$ cat config.mk
export PLATFORM = sky130hd
export DESIGN_NAME = url_percent_decoder
export DESIGN_NICKNAME = d
export VERILOG_FILES = /design/src/sv/upd_pkg.sv /design/src/sv/url_percent_decoder.sv /design/src/sv/upd_fifo.sv /design/src/sv/upd_front.sv /design/src/sv/upd_back.sv
export SDC_FILE = /design/constraint.sdc
export NUM_CORES = 1
export LEC_CHECK = 0
export BUFFER_PORTS_ARGS = -buffer_cell sky130_fd_sc_hd__buf_2
export CAP_MARGIN = 15
export CORE_MARGIN = 2
export CORE_UTILIZATION = 50
export DETAILED_ROUTE_END_ITERATION = 6
export GPL_TIMING_DRIVEN = 0
export PLACE_DENSITY = 0.7
export RECOVER_POWER = 25
export SETUP_SLACK_MARGIN = 0.1
export SLEW_MARGIN = 20
export SYNTH_ARGS = -nofsm -noshare
export SYNTH_HDL_FRONTEND = slang
export SYNTH_SLANG_ARGS = --single-unit
export TNS_END_PERCENT = 20
$ cat constraint.sdc
create_clock -name clk -period 8.4 [get_ports clk]
set_input_delay 1.68 -clock clk [delete_from_list [all_inputs] [get_ports clk]]
set_output_delay 1.68 -clock clk [all_outputs]
set_load 0.05 [all_outputs]
$ cat src/sv/upd_pkg.sv
// shared types and constants of the url percent decoder
`timescale 1ns / 1ps

package upd_pkg;

    localparam int CAP_W                = 13;
    localparam int LEN_W                = 12;
    localparam int MAX_CAPACITY_DEFAULT = 4096;
    localparam logic [CAP_W-1:0] CAP_RESET = 13'd4096;
    localparam int QUEUE_DEPTH          = 2;

    localparam logic [7:0] CH_PCT = 8'h25;
    localparam logic [7:0] CH_0   = 8'h30;
    localparam logic [7:0] CH_9   = 8'h39;
    localparam logic [7:0] CH_LA  = 8'h61;
    localparam logic [7:0] CH_LF  = 8'h66;
    localparam logic [7:0] CH_UA  = 8'h41;
    localparam logic [7:0] CH_UF  = 8'h46;
    localparam logic [3:0] NIB_TEN = 4'd10;

    typedef enum logic [1:0] {
        MODE_PLAIN = 2'd0,
        MODE_PCT   = 2'd1,
        MODE_HI    = 2'd2,
        MODE_DROP  = 2'd3
    } mode_t;

    typedef enum logic [2:0] {
        ST_OK       = 3'd0,
        ST_OVERFLOW = 3'd1,
        ST_TRUNC    = 3'd2,
        ST_BADHEX   = 3'd3,
        ST_ZERO     = 3'd4
    } status_t;

    typedef enum logic {
        KIND_DATA   = 1'b0,
        KIND_STATUS = 1'b1
    } kind_t;

    typedef struct packed {
        logic       is_end;
        logic       is_pct;
        logic       hex_ok;
        logic [3:0] nibble;
        logic [7:0] ch;
    } item_t;

    typedef struct packed {
        kind_t            kind;
        logic [7:0]       data;
        status_t          status;
        logic [LEN_W-1:0] length;
    } result_t;

endpackage

$ cat src/sv/url_percent_decoder.sv
// top level of the url percent decoder
`timescale 1ns / 1ps

// usage:
// input side is a queue write port: an encoded character (in_byte) or an end
// item (end_marker high) transfers at a clock edge with push high and full low.
// result side is a queue read port: while empty is low the oldest result is on
// result_kind, data_byte, status and out_length; it transfers when pop is high.
// a plain character or a completed escape gives a data result, the end item
// gives a final status with the string length; after one overflow, bad hex or
// zero status, items are dropped through the next end item, which gives none.
// an item is written into the item queue; the escape state machine takes it
// from there and writes its result into the result queue, where it waits to
// be read. throughput: 1 item per cycle while the result queue is not full,
// set by the escape state machine; each 2 entry queue keeps full rates with
// one transfer per cycle on each side. capacity is written through cfg_we /
// cfg_wdata; the user must write it only while the block is idle, which the
// block does not enforce. reset empties both queues, returns to plain text and
// sets capacity to 4096. when the receiver stalls the result queue fills, the
// state machine halts, the item queue fills and full rises; nothing is lost.

module url_percent_decoder
    import upd_pkg::*;
#(
    parameter int MAX_CAPACITY = MAX_CAPACITY_DEFAULT
) (
    input  logic             clk,
    input  logic             rst_n,
    input  logic             push,
    output logic             full,
    input  logic [7:0]       in_byte,
    input  logic             end_marker,
    input  logic             pop,
    output logic             empty,
    output logic             result_kind,
    output logic [7:0]       data_byte,
    output logic [2:0]       status,
    output logic [LEN_W-1:0] out_length,
    input  logic             cfg_we,
    input  logic [CAP_W-1:0] cfg_wdata
);

    logic [CAP_W-1:0] capacity_reg;
    logic             item_empty;
    logic             item_pop;
    item_t            item;
    result_t          res;

    always_ff @(posedge clk or negedge rst_n)
    begin
        if (!rst_n)
        begin
            capacity_reg <= CAP_RESET;
        end
        else if (cfg_we)
        begin
            capacity_reg <= cfg_wdata;
        end
    end

    upd_front u_front (
        .clk        (clk),
        .rst_n      (rst_n),
        .push       (push),
        .full       (full),
        .in_byte    (in_byte),
        .end_marker (end_marker),
        .item_pop   (item_pop),
        .item_empty (item_empty),
        .item       (item)
    );

    upd_back #(
        .MAX_CAPACITY (MAX_CAPACITY)
    ) u_back (
        .clk        (clk),
        .rst_n      (rst_n),
        .capacity   (capacity_reg),
        .item_empty (item_empty),
        .item       (item),
        .item_pop   (item_pop),
        .pop        (pop),
        .empty      (empty),
        .res        (res)
    );

    assign result_kind = res.kind;
    assign data_byte   = res.data;
    assign status      = res.status;
    assign out_length  = res.length;

endmodule

$ cat src/sv/upd_fifo.sv
// small register queue with count based full and empty
`timescale 1ns / 1ps

module upd_fifo #(
    parameter int WIDTH = 8,
    parameter int DEPTH = 2
) (
    input  logic             clk,
    input  logic             rst_n,
    input  logic             wr_en,
    input  logic [WIDTH-1:0] wr_data,
    output logic             full,
    input  logic             rd_en,
    output logic [WIDTH-1:0] rd_data,
    output logic             empty
);

    localparam int PTR_W = (DEPTH > 1) ? $clog2(DEPTH) : 1;
    localparam int CNT_W = $clog2(DEPTH + 1);

    logic [WIDTH-1:0] mem_reg [DEPTH];
    logic [PTR_W-1:0] wr_ptr_reg, wr_ptr_next;
    logic [PTR_W-1:0] rd_ptr_reg, rd_ptr_next;
    logic [CNT_W-1:0] count_reg, count_next;
    logic             do_wr, do_rd;

    assign full    = (count_reg == CNT_W'(DEPTH));
    assign empty   = (count_reg == '0);
    assign do_wr   = wr_en && !full;
    assign do_rd   = rd_en && !empty;
    assign rd_data = mem_reg[rd_ptr_reg];

    always_comb
    begin
        wr_ptr_next = wr_ptr_reg;
        rd_ptr_next = rd_ptr_reg;
        count_next  = count_reg;
        if (do_wr)
        begin
            wr_ptr_next = (wr_ptr_reg == PTR_W'(DEPTH - 1)) ? '0 : wr_ptr_reg + PTR_W'(1);
        end
        if (do_rd)
        begin
            rd_ptr_next = (rd_ptr_reg == PTR_W'(DEPTH - 1)) ? '0 : rd_ptr_reg + PTR_W'(1);
        end
        if (do_wr && !do_rd)
        begin
            count_next = count_reg + CNT_W'(1);
        end
        else if (do_rd && !do_wr)
        begin
            count_next = count_reg - CNT_W'(1);
        end
    end

    always_ff @(posedge clk or negedge rst_n)
    begin
        if (!rst_n)
        begin
            wr_ptr_reg <= '0;
            rd_ptr_reg <= '0;
            count_reg  <= '0;
        end
        else
        begin
            wr_ptr_reg <= wr_ptr_next;
            rd_ptr_reg <= rd_ptr_next;
            count_reg  <= count_next;
        end
    end

    always_ff @(posedge clk)
    begin
        if (do_wr)
        begin
            mem_reg[wr_ptr_reg] <= wr_data;
        end
    end

endmodule

$ cat src/sv/upd_front.sv
// front end: classifies incoming characters and queues them for the decoder
`timescale 1ns / 1ps

module upd_front
    import upd_pkg::*;
(
    input  logic       clk,
    input  logic       rst_n,
    input  logic       push,
    output logic       full,
    input  logic [7:0] in_byte,
    input  logic       end_marker,
    input  logic       item_pop,
    output logic       item_empty,
    output item_t      item
);

    item_t cls;
    logic  is_dig, is_low, is_up;

    always_comb
    begin
        is_dig = (in_byte >= CH_0)  && (in_byte <= CH_9);
        is_low = (in_byte >= CH_LA) && (in_byte <= CH_LF);
        is_up  = (in_byte >= CH_UA) && (in_byte <= CH_UF);
        cls.is_end = end_marker;
        cls.is_pct = (in_byte == CH_PCT);
        cls.hex_ok = is_dig || is_low || is_up;
        cls.ch     = in_byte;
        priority if (is_dig)
        begin
            cls.nibble = in_byte[3:0];
        end
        else if (is_low)
        begin
            cls.nibble = 4'(in_byte - CH_LA) + NIB_TEN;
        end
        else if (is_up)
        begin
            cls.nibble = 4'(in_byte - CH_UA) + NIB_TEN;
        end
        else
        begin
            cls.nibble = '0;
        end
    end

    upd_fifo #(
        .WIDTH ($bits(item_t)),
        .DEPTH (QUEUE_DEPTH)
    ) u_item_q (
        .clk     (clk),
        .rst_n   (rst_n),
        .wr_en   (push),
        .wr_data (cls),
        .full    (full),
        .rd_en   (item_pop),
        .rd_data (item),
        .empty   (item_empty)
    );

endmodule

$ cat src/sv/upd_back.sv
// back end: escape state machine, length count and result queue
`timescale 1ns / 1ps

module upd_back
    import upd_pkg::*;
#(
    parameter int MAX_CAPACITY = MAX_CAPACITY_DEFAULT
) (
    input  logic             clk,
    input  logic             rst_n,
    input  logic [CAP_W-1:0] capacity,
    input  logic             item_empty,
    input  item_t            item,
    output logic             item_pop,
    input  logic             pop,
    output logic             empty,
    output result_t          res
);

    localparam int MAX_W = $clog2(MAX_CAPACITY + 1);
    localparam int CMP_W = ((MAX_W > CAP_W) ? MAX_W : CAP_W) + 1;

    mode_t            mode_reg, mode_next;
    logic [3:0]       hi_nib_reg, hi_nib_next;
    logic             hi_inv_reg, hi_inv_next;
    logic [LEN_W-1:0] count_reg, count_next;

    logic             res_full;
    logic             advance;
    logic             res_valid;
    result_t          res_new;
    logic [CMP_W-1:0] cap_ext, max_ext, eff_cap, need;
    logic [7:0]       dec_byte;

    assign advance  = !item_empty && !res_full;
    assign item_pop = advance;
    assign cap_ext  = CMP_W'(capacity);
    assign max_ext  = CMP_W'(MAX_CAPACITY);
    assign eff_cap  = (cap_ext > max_ext) ? max_ext : cap_ext;
    assign need     = CMP_W'(count_reg) + CMP_W'(1);
    assign dec_byte = {hi_nib_reg, item.nibble};

    always_comb
    begin
        mode_next      = mode_reg;
        hi_nib_next    = hi_nib_reg;
        hi_inv_next    = hi_inv_reg;
        count_next     = count_reg;
        res_valid      = 1'b0;
        res_new.kind   = KIND_STATUS;
        res_new.data   = '0;
        res_new.status = ST_OK;
        res_new.length = count_reg;
        if (advance)
        begin
            unique case (mode_reg)
                MODE_DROP:
                begin
                    if (item.is_end)
                    begin
                        mode_next  = MODE_PLAIN;
                        count_next = '0;
                    end
                end
                MODE_PLAIN:
                begin
                    if (item.is_end)
                    begin
                        res_valid  = 1'b1;
                        count_next = '0;
                    end
                    else if (need >= eff_cap)
                    begin
                        res_valid      = 1'b1;
                        res_new.status = ST_OVERFLOW;
                        mode_next      = MODE_DROP;
                        hi_nib_next    = '0;
                        hi_inv_next    = 1'b0;
                    end
                    else if (item.is_pct)
                    begin
                        mode_next = MODE_PCT;
                    end
                    else
                    begin
                        res_valid      = 1'b1;
                        res_new.kind   = KIND_DATA;
                        res_new.data   = item.ch;
                        res_new.length = count_reg + LEN_W'(1);
                        count_next     = count_reg + LEN_W'(1);
                    end
                end
                MODE_PCT:
                begin
                    if (item.is_end)
                    begin
                        res_valid      = 1'b1;
                        res_new.status = ST_TRUNC;
                        mode_next      = MODE_PLAIN;
                        count_next     = '0;
                        hi_nib_next    = '0;
                        hi_inv_next    = 1'b0;
                    end
                    else
                    begin
                        hi_nib_next = item.nibble;
                        hi_inv_next = !item.hex_ok;
                        mode_next   = MODE_HI;
                    end
                end
                MODE_HI:
                begin
                    res_valid   = 1'b1;
                    hi_nib_next = '0;
                    hi_inv_next = 1'b0;
                    if (item.is_end)
                    begin
                        res_new.status = ST_TRUNC;
                        mode_next      = MODE_PLAIN;
                        count_next     = '0;
                    end
                    else if (hi_inv_reg || !item.hex_ok)
                    begin
                        res_new.status = ST_BADHEX;
                        mode_next      = MODE_DROP;
                    end
                    else if (dec_byte == 8'h00)
                    begin
                        res_new.status = ST_ZERO;
                        mode_next      = MODE_DROP;
                    end
                    else
                    begin
                        res_new.kind   = KIND_DATA;
                        res_new.data   = dec_byte;
                        res_new.length = count_reg + LEN_W'(1);
                        count_next     = count_reg + LEN_W'(1);
                        mode_next      = MODE_PLAIN;
                    end
                end
                default:
                begin
                    mode_next = MODE_PLAIN;
                end
            endcase
        end
    end

    always_ff @(posedge clk or negedge rst_n)
    begin
        if (!rst_n)
        begin
            mode_reg   <= MODE_PLAIN;
            hi_nib_reg <= '0;
            hi_inv_reg <= 1'b0;
            count_reg  <= '0;
        end
        else
        begin
            mode_reg   <= mode_next;
            hi_nib_reg <= hi_nib_next;
            hi_inv_reg <= hi_inv_next;
            count_reg  <= count_next;
        end
    end

    upd_fifo #(
        .WIDTH ($bits(result_t)),
        .DEPTH (QUEUE_DEPTH)
    ) u_res_q (
        .clk     (clk),
        .rst_n   (rst_n),
        .wr_en   (res_valid),
        .wr_data (res_new),
        .full    (res_full),
        .rd_en   (pop),
        .rd_data (res),
        .empty   (empty)
    );

endmodule
==> impl_summary.txt, run 1 <==
----------------------------------------------------
[Die]
  Number of core rows ... 40
  Die height ... ~110 µm
  Initial standard-cell utilization of the core ... between 50% and 60%
  Full die area ... around 0.013 mm²
  Core outline area ... roughly 0.012 mm²
  Number of placed I/O pins ... between 50 and 60
  Chip width ... 115 µm

[Outcome]
  Result of the run ... finished, violations left
  Violations in the final reports ... capacitance limit, slew limit

[Final layout]
  Final core utilization ... between 50 and 60%
  Number of flip-flops under the largest register name ... between 40 and 50
  Final nets ... 654
  Antenna fix cells ... 0
  Number of standard cells in the final layout excluding fillers ... between 700 and 800
  Fraction of layout instances using a drive strength above 1 ... roughly a fifth
  P&R area growth vs syn ... 16.8%

[Clock tree]
  Clock Tree Root ... sky130_fd_sc_hd__clkbuf_16
  Worst-path clk slew ... approximately 50 ps
  Maximum clock path buffer count ... 2
  Clk_lat worst skew ... just over 400 ps
  Setup Fix Bufs, Post-CTS ... 0
  Number of buffers inserted during clock tree synthesis ... 17
  CTS HTree Levels ... 4
  Count of cells resized by post-cts repair ... 0
  Clock tree from TritonCTS ... yes
  Number of clock sinks ... 118
  Number of buffers added to fix hold violations after cts ... 0

[STA]
  Setup TNS Final ... 0 ps
  Max-slew headroom ... -53.8%
  Final period util ... between 60% and 70%
  Final Max Tran Viols ... 41
  Final WS setup ... about 3200 ps
  Final Hold Fails ... 0
  Min cycle time layout ... 5220 ps
  Setup repair after global routing missed its margin ... false
  Clock skew ... about 5.4 ps
  Endpoints failing setup ... 0
  Fmax ... between 150 and 200 MHz
  Transition time at the pin with the least slew margin ... between 2000 and 2500 ps

[Route]
  Via count ... approximately 4500
  DRT antenna net count ... 0
  Iteration-0 DRC count of the detailed router ... roughly 520
  Ratio of routed vias to standard cells ... approximately 5.9
  DRT Wirelength ... between 10000 and 15000 µm
  Count of unresolved DRC violations after routing ... 0
  Wirelength per Cell ... ~19 µm
  Detailed-router iteration count before antenna repair ... 5

[Worst setup path]
  Data arrival time of the critical path ... 5260 ps
  Cell family with most CP delay ... simple AND/OR/NAND/NOR gates
  Count of buffer and inverter cells on the critical path ... 1
  Data required time at the worst endpoint ... around 8400 ps
  Setup crit start kind ... register
  Delay of the slowest cell on the worst path ... approximately 700 ps
  Max FO, Critical Path ... 24
  Critical-path top delay cell ... sky130_fd_sc_hd__nor3_1
  List of cells traversed by the critical path ... ha_1 > buf_2 > and3_1 > nand2_1 > nor3_1 > and3_1 > xor2_1 > ha_1 > nand3_1 > nor3_1 > a21oi_1 > a21o_1 > a21oi_1 > nor2b_4
  Critical path endpoint category ... register
  Category of the most critical setup path ... register to register

[Yosys]
  Synthesized netlist cell count ... between 500 and 600
  Post-synthesis register bit count ... roughly 120
  Leading post-synthesis cells by cell area ... sky130_fd_sc_hd__edfxtp_1 38%, sky130_fd_sc_hd__dfrtp_1 16%, sky130_fd_sc_hd__mux2_2 6.8%
  Prevailing post-synth register cell ... sky130_fd_sc_hd__edfxtp_1
  Total nets after synthesis ... roughly 580
  Yosys top cell by area ... sky130_fd_sc_hd__edfxtp_1
  Synth cell count leaders ... 78 x sky130_fd_sc_hd__edfxtp_1, 58 x sky130_fd_sc_hd__nor2_1, 45 x sky130_fd_sc_hd__nand2_1, 39 x sky130_fd_sc_hd__dfrtp_1, 37 x sky130_fd_sc_hd__mux2_2
  Distinct cell type count after synthesis ... about 60
  Library cell with the highest instance count after synthesis ... sky130_fd_sc_hd__edfxtp_1
  Mean instance size in the synthesized netlist ... 11.4 µm²
  Share of the synthesized area in the top cell type ... 38.3%
  Sequential fraction of the synthesis area ... between 50% and 60%
  Number of flops mapped to enable cells by yosys ... 78
  Area of the mapped netlist ... between 0.006 and 0.007 mm²
  Fraction of registers with async set or reset after synthesis ... about a third
  Total of warnings raised by yosys ... 0

[Placement]
  Post-detailed-placement half-perimeter wirelength ... 10100 µm
  Count of input and output buffers ... 52
  Setup slack after placement ... 3080 ps
  Placer's final routability congestion estimate ... 0.926
  Number of placed instances with taps included ... 736

[Power]
  PD cells ... 424 mW/mm²
  Largest vdd supply drop ... slightly above 200 µV
  Leak pwr ... roughly 2.9 nW

[Min path]
  Tightest Hold Check Type ... register to register

[GRT]
  Number of antenna violations at the first check in global routing ... 0
  Total gr overflow ... 0
  Vias in the first global route ... between 4000 and 5000
  Largest net degree at the start of global routing ... about 40
  Global routing usage summed across all routing layers ... between 20 and 25%
  First-pass GRT wire length ... approximately 23000 µm

[Flow run]
  Max-cap check violation count ... 1

----------------------------------------------------
-- stage by stage --
step / instance area, µm² / hold WS, ps / power [mW]
final: 7140 / 499 / 3.03
after global routing: 7140 / 517 / 3.19
after CTS: 7150 / 505 / 3.04
after detailed placement: 6570 / 493 / 2.31
after global placement: 6560 / 471 / 2.28
after floorplan: 6110 / 455 / 1.96
-- cell type report --
cell class	instances	area, µm²
clock buffers	19	433
clock inverters	13	155
well taps	147	184
fillers	985	4820
inverters	17	63.8
multi-input cells	380	2610
plain buffers	22	101
flip-flops and latches	118	3340
repair buffers	52	246
-- worst reg2reg max path, stage by stage (launching register included) --
cell	delay [ps]
sky130_fd_sc_hd__dfrtp_1	480
sky130_fd_sc_hd__ha_1	180
sky130_fd_sc_hd__buf_2	210
sky130_fd_sc_hd__and3_1	220
sky130_fd_sc_hd__nand2_1	120
sky130_fd_sc_hd__nor3_1	700
sky130_fd_sc_hd__and3_1	340
sky130_fd_sc_hd__xor2_1	110
sky130_fd_sc_hd__ha_1	290
sky130_fd_sc_hd__nand3_1	110
sky130_fd_sc_hd__nor3_1	430
sky130_fd_sc_hd__a21oi_1	270
sky130_fd_sc_hd__a21o_1	240
sky130_fd_sc_hd__a21oi_1	430
sky130_fd_sc_hd__nor2b_4	700
-- power breakdown --
part           internal [mW]  switching, mW  total, mW
Combinational          0.403          0.959       1.36
Clock                  0.464          0.252      0.717
Sequential             0.876         0.0745      0.951
Total                   1.74           1.29       3.03
-- worst paths after layout --
path | slack [ps] | start | end | depth (start not counted)
worst min register to register | 500 | capacity_reg[0] | capacity_reg[0] | 1
worst max register to register | 3180 | u_back.count_reg[0] | u_back.u_res_q.mem_reg[0][21] | 14
worst min-delay path | 500 | capacity_reg[0] | capacity_reg[0] | 1
worst max-delay path | 3180 | u_back.count_reg[0] | u_back.u_res_q.mem_reg[0][21] | 14
min in group asynchronous | 1960 | rst_n | capacity_reg[0] | 1
max in group asynchronous | 5120 | rst_n | u_front.u_item_q.rd_ptr_reg | 1
-- kinds of logic (layout without fill, tap and decap cells) --
group                    count (synthesis)  in the layout  synth area share (%)
AND/OR/NAND/NOR                        159            159                  11.9
XOR/XNOR                                25             25                  3.58
flip-flops                             118            118                  54.7
adder cells (fa/ha/maj)                 19             19                  3.89
multiplexers                            54             54                  9.68
buffers and inverters                   39            123                  2.70
AO/OA/AOI/OAI                          123            123                  13.6
-- layer usage --
metal,GRT usage (%),wire length (µm),share of wire [%],vias to the layer above
li1,-,-,-,2140
met5,0,0,0,-
met3,3.86,766,5.4,24
met1,32.5,6720,47,2146
met2,35.3,6580,46,183
met4,8.70,249,1.7,0
-- placed cells by master, fill, tap and decap left out, types with 6 or more instances in the layout --
cell type,instances
sky130_fd_sc_hd__edfxtp_1,78
sky130_fd_sc_hd__nor2_1,57
sky130_fd_sc_hd__buf_2,47
sky130_fd_sc_hd__nand2_1,45
sky130_fd_sc_hd__dfrtp_1,39
sky130_fd_sc_hd__mux2_2,37
sky130_fd_sc_hd__a21oi_1,31
sky130_fd_sc_hd__o21ai_0,28
sky130_fd_sc_hd__clkbuf_1,24
sky130_fd_sc_hd__ha_1,19
sky130_fd_sc_hd__clkbuf_16,17
sky130_fd_sc_hd__inv_1,16
sky130_fd_sc_hd__mux2i_1,16
sky130_fd_sc_hd__xnor2_1,15
sky130_fd_sc_hd__nand3_1,14
sky130_fd_sc_hd__nor3_1,12
sky130_fd_sc_hd__xor2_1,10
sky130_fd_sc_hd__a31oi_1,8
sky130_fd_sc_hd__a2bb2oi_1,6
No activity file was read; power rests on OpenSTA's default activity.
==> inputs of run 2 (changes only) <==
Settings changed: PLACE_DENSITY 0.7 to 0.72.
Clock period 8.4 ns to 4.4 ns, I/O delays scaled along.
==> run 2 against run 1 <==
The flow still finishes with violations (capacitance limit, slew limit). Critical endpoint is now u_back.u_res_q.mem_reg[0][18]. Register-to-register slack got worse by 2900 ps. Combinational power increased by 100%. Global-route usage increased by 0.40 points. Hold slack better by 7.5 ps. Via count grew 2.5%. Largest power group unchanged. Critical path depth up 2. Final cell count grew 0.91%. Sequential power grew 91%. Total power rose by 92%.
==> impl_summary.txt, run 2 (same netlist as run 1, synthesis figures left out) <==
----------------------------------------------------
[Placement]
  Count of input and output buffers ... 52
  Number of placed instances with taps included ... ~740
  Placer's final routability congestion estimate ... 0.918
  Post-detailed-placement half-perimeter wirelength ... 10100 µm

[Clock tree]
  Clk_lat worst skew ... 420 ps
  Worst-path clk slew ... ~50 ps
  Clock Tree Root ... sky130_fd_sc_hd__clkbuf_16
  Clock tree from TritonCTS ... yes
  Maximum clock path buffer count ... 2
  Number of buffers inserted during clock tree synthesis ... 17
  Number of clock sinks ... 118
  CTS HTree Levels ... 4

[Route]
  Ratio of routed vias to standard cells ... 5.94
  Count of unresolved DRC violations after routing ... 0
  Detailed-router iteration count before antenna repair ... 5
  DRT antenna net count ... 0
  DRT Wirelength ... ~15000 µm
  Wirelength per Cell ... roughly 19 µm
  Iteration-0 DRC count of the detailed router ... a little over 400
  Via count ... about 4600

[Worst setup path]
  Setup crit start kind ... register
  Critical path endpoint category ... register
  Count of buffer and inverter cells on the critical path ... 2
  Max FO, Critical Path ... 10
  Category of the most critical setup path ... register to register
  Delay of the slowest cell on the worst path ... roughly 430 ps
  Data required time at the worst endpoint ... about 4700 ps
  Data arrival time of the critical path ... about 4300 ps
  Critical-path top delay cell ... sky130_fd_sc_hd__dfrtp_2
  Cell family with most CP delay ... simple AND/OR/NAND/NOR gates
  List of cells traversed by the critical path ... ha_1 > buf_2 > and3_1 > nand2_1 > nor3_4 > and3_1 > xor2_1 > ha_1 > nand3_1 > o221a_2 > or3b_1 > a21oi_4 > buf_4 > nand3_2 > o22a_1 > nor2_1

[GRT]
  Vias in the first global route ... 4467
  First-pass GRT wire length ... about 23000 µm
  Global routing usage summed across all routing layers ... around a quarter
  Number of antenna violations at the first check in global routing ... 0
  Total gr overflow ... 0
  Largest net degree at the start of global routing ... 41

[Die]
  Chip width ... 115 µm
  Die height ... between 100 and 150 µm
  Core outline area ... 0.0120 mm²
  Full die area ... between 0.01 and 0.015 mm²
  Number of core rows ... 40
  Initial standard-cell utilization of the core ... just over 50%
  Number of placed I/O pins ... 53

[Outcome]
  Result of the run ... finished, violations left
  Violations in the final reports ... capacitance limit, slew limit

[Final layout]
  Final core utilization ... ~61%
  Most common library cell in the layout ignoring fill and taps ... sky130_fd_sc_hd__edfxtp_1
  Final nets ... 661
  Number of standard cells in the final layout excluding fillers ... about 780
  Number of flip-flops under the largest register name ... 48
  Antenna fix cells ... 0
  Fraction of layout instances using a drive strength above 1 ... between 20% and 30%
  Most frequent cells in the layout ... 78 x sky130_fd_sc_hd__edfxtp_1, 56 x sky130_fd_sc_hd__nor2_1, 47 x sky130_fd_sc_hd__buf_2, 45 x sky130_fd_sc_hd__nand2_1, 38 x sky130_fd_sc_hd__dfrtp_1
  P&R area growth vs syn ... 18.5%

[STA]
  Setup repair after global routing missed its margin ... true
  Final worst hold slack ... 506 ps
  Endpoints failing setup ... 0
  Min cycle time layout ... 4090 ps
  Transition time at the pin with the least slew margin ... 2290 ps
  Clock skew ... just under 9 ps
  Final Hold Fails ... 0
  Setup TNS Final ... 0 ps
  Final Max Tran Viols ... ~40
  Final period util ... just over 90%
  Fmax ... approximately 240 MHz
  Max-slew headroom ... -52.7%

[Min path]
  Tightest Hold Check Type ... register to register

[Power]
  Final total power ... roughly 6 mW
  Largest vdd supply drop ... roughly 400 µV
  PD cells ... just over 800 mW/mm²
  Leak pwr ... approximately 2.9 nW

[Flow run]
  Max-cap check violation count ... 1

----------------------------------------------------
[run 2: metal layers]
metal  global-route usage (%)  routed length [µm]  vias up
met4                     9.92                 312        0
li1                         -                   -     2167
met5                        0                   0        -
met3                     6.35                 957       36
met2                     35.4                6700      182
met1                     31.5                6600     2219
[run 2: report_power, final]
group	leakage [nW]	switching, mW	internal [mW]
logic	1.41	1.87	0.855
clock network	0.273	0.458	0.823
registers	1.24	0.149	1.67
[run 2: cell type report]
class                      instances  area, µm²
clock buffer                      21        440
clock inverter                    11        110
inverter                          17       63.8
tap                              147        184
multi-input combinational        382       2690
timing repair buffer              57        309
sequential                       118       3350
buffer                            22        101
fill                             974       4720
[run 2: path summary, 6_finish.rpt]
path	cells after the start	from	slack, ps	end
worst max-delay path	16	u_back.count_reg[0]	310	u_back.u_res_q.mem_reg[0][18]
worst min-delay path	1	capacity_reg[4]	510	capacity_reg[4]
worst max register to register	16	u_back.count_reg[0]	310	u_back.u_res_q.mem_reg[0][18]
worst min register to register	1	capacity_reg[4]	510	capacity_reg[4]
max in group asynchronous	1	rst_n	1780	u_back.count_reg[0]
min in group asynchronous	1	rst_n	1150	capacity_reg[0]
[run 2: what timing repair did]
| action | in CTS | in global routing |
|---|---|---|
| cloned | 1 | 1 |
| pin swaps | 0 | 2 |
| setup endpoints to repair | 103 | 105 |
| hold buffers | 0 | 0 |
| resized for setup | 6 | 9 |
| buffers inserted | 2 | 3 |
[run 2: metrics by stage]
step	instance area (µm²)	worst slack [ps]
6_report	7240	315
4_1_cts	7180	41.7
3_3_place_gp	6560	-954
3_5_place_dp	6570	-973
5_1_grt	7240	36.2
2_1_floorplan	6110	125
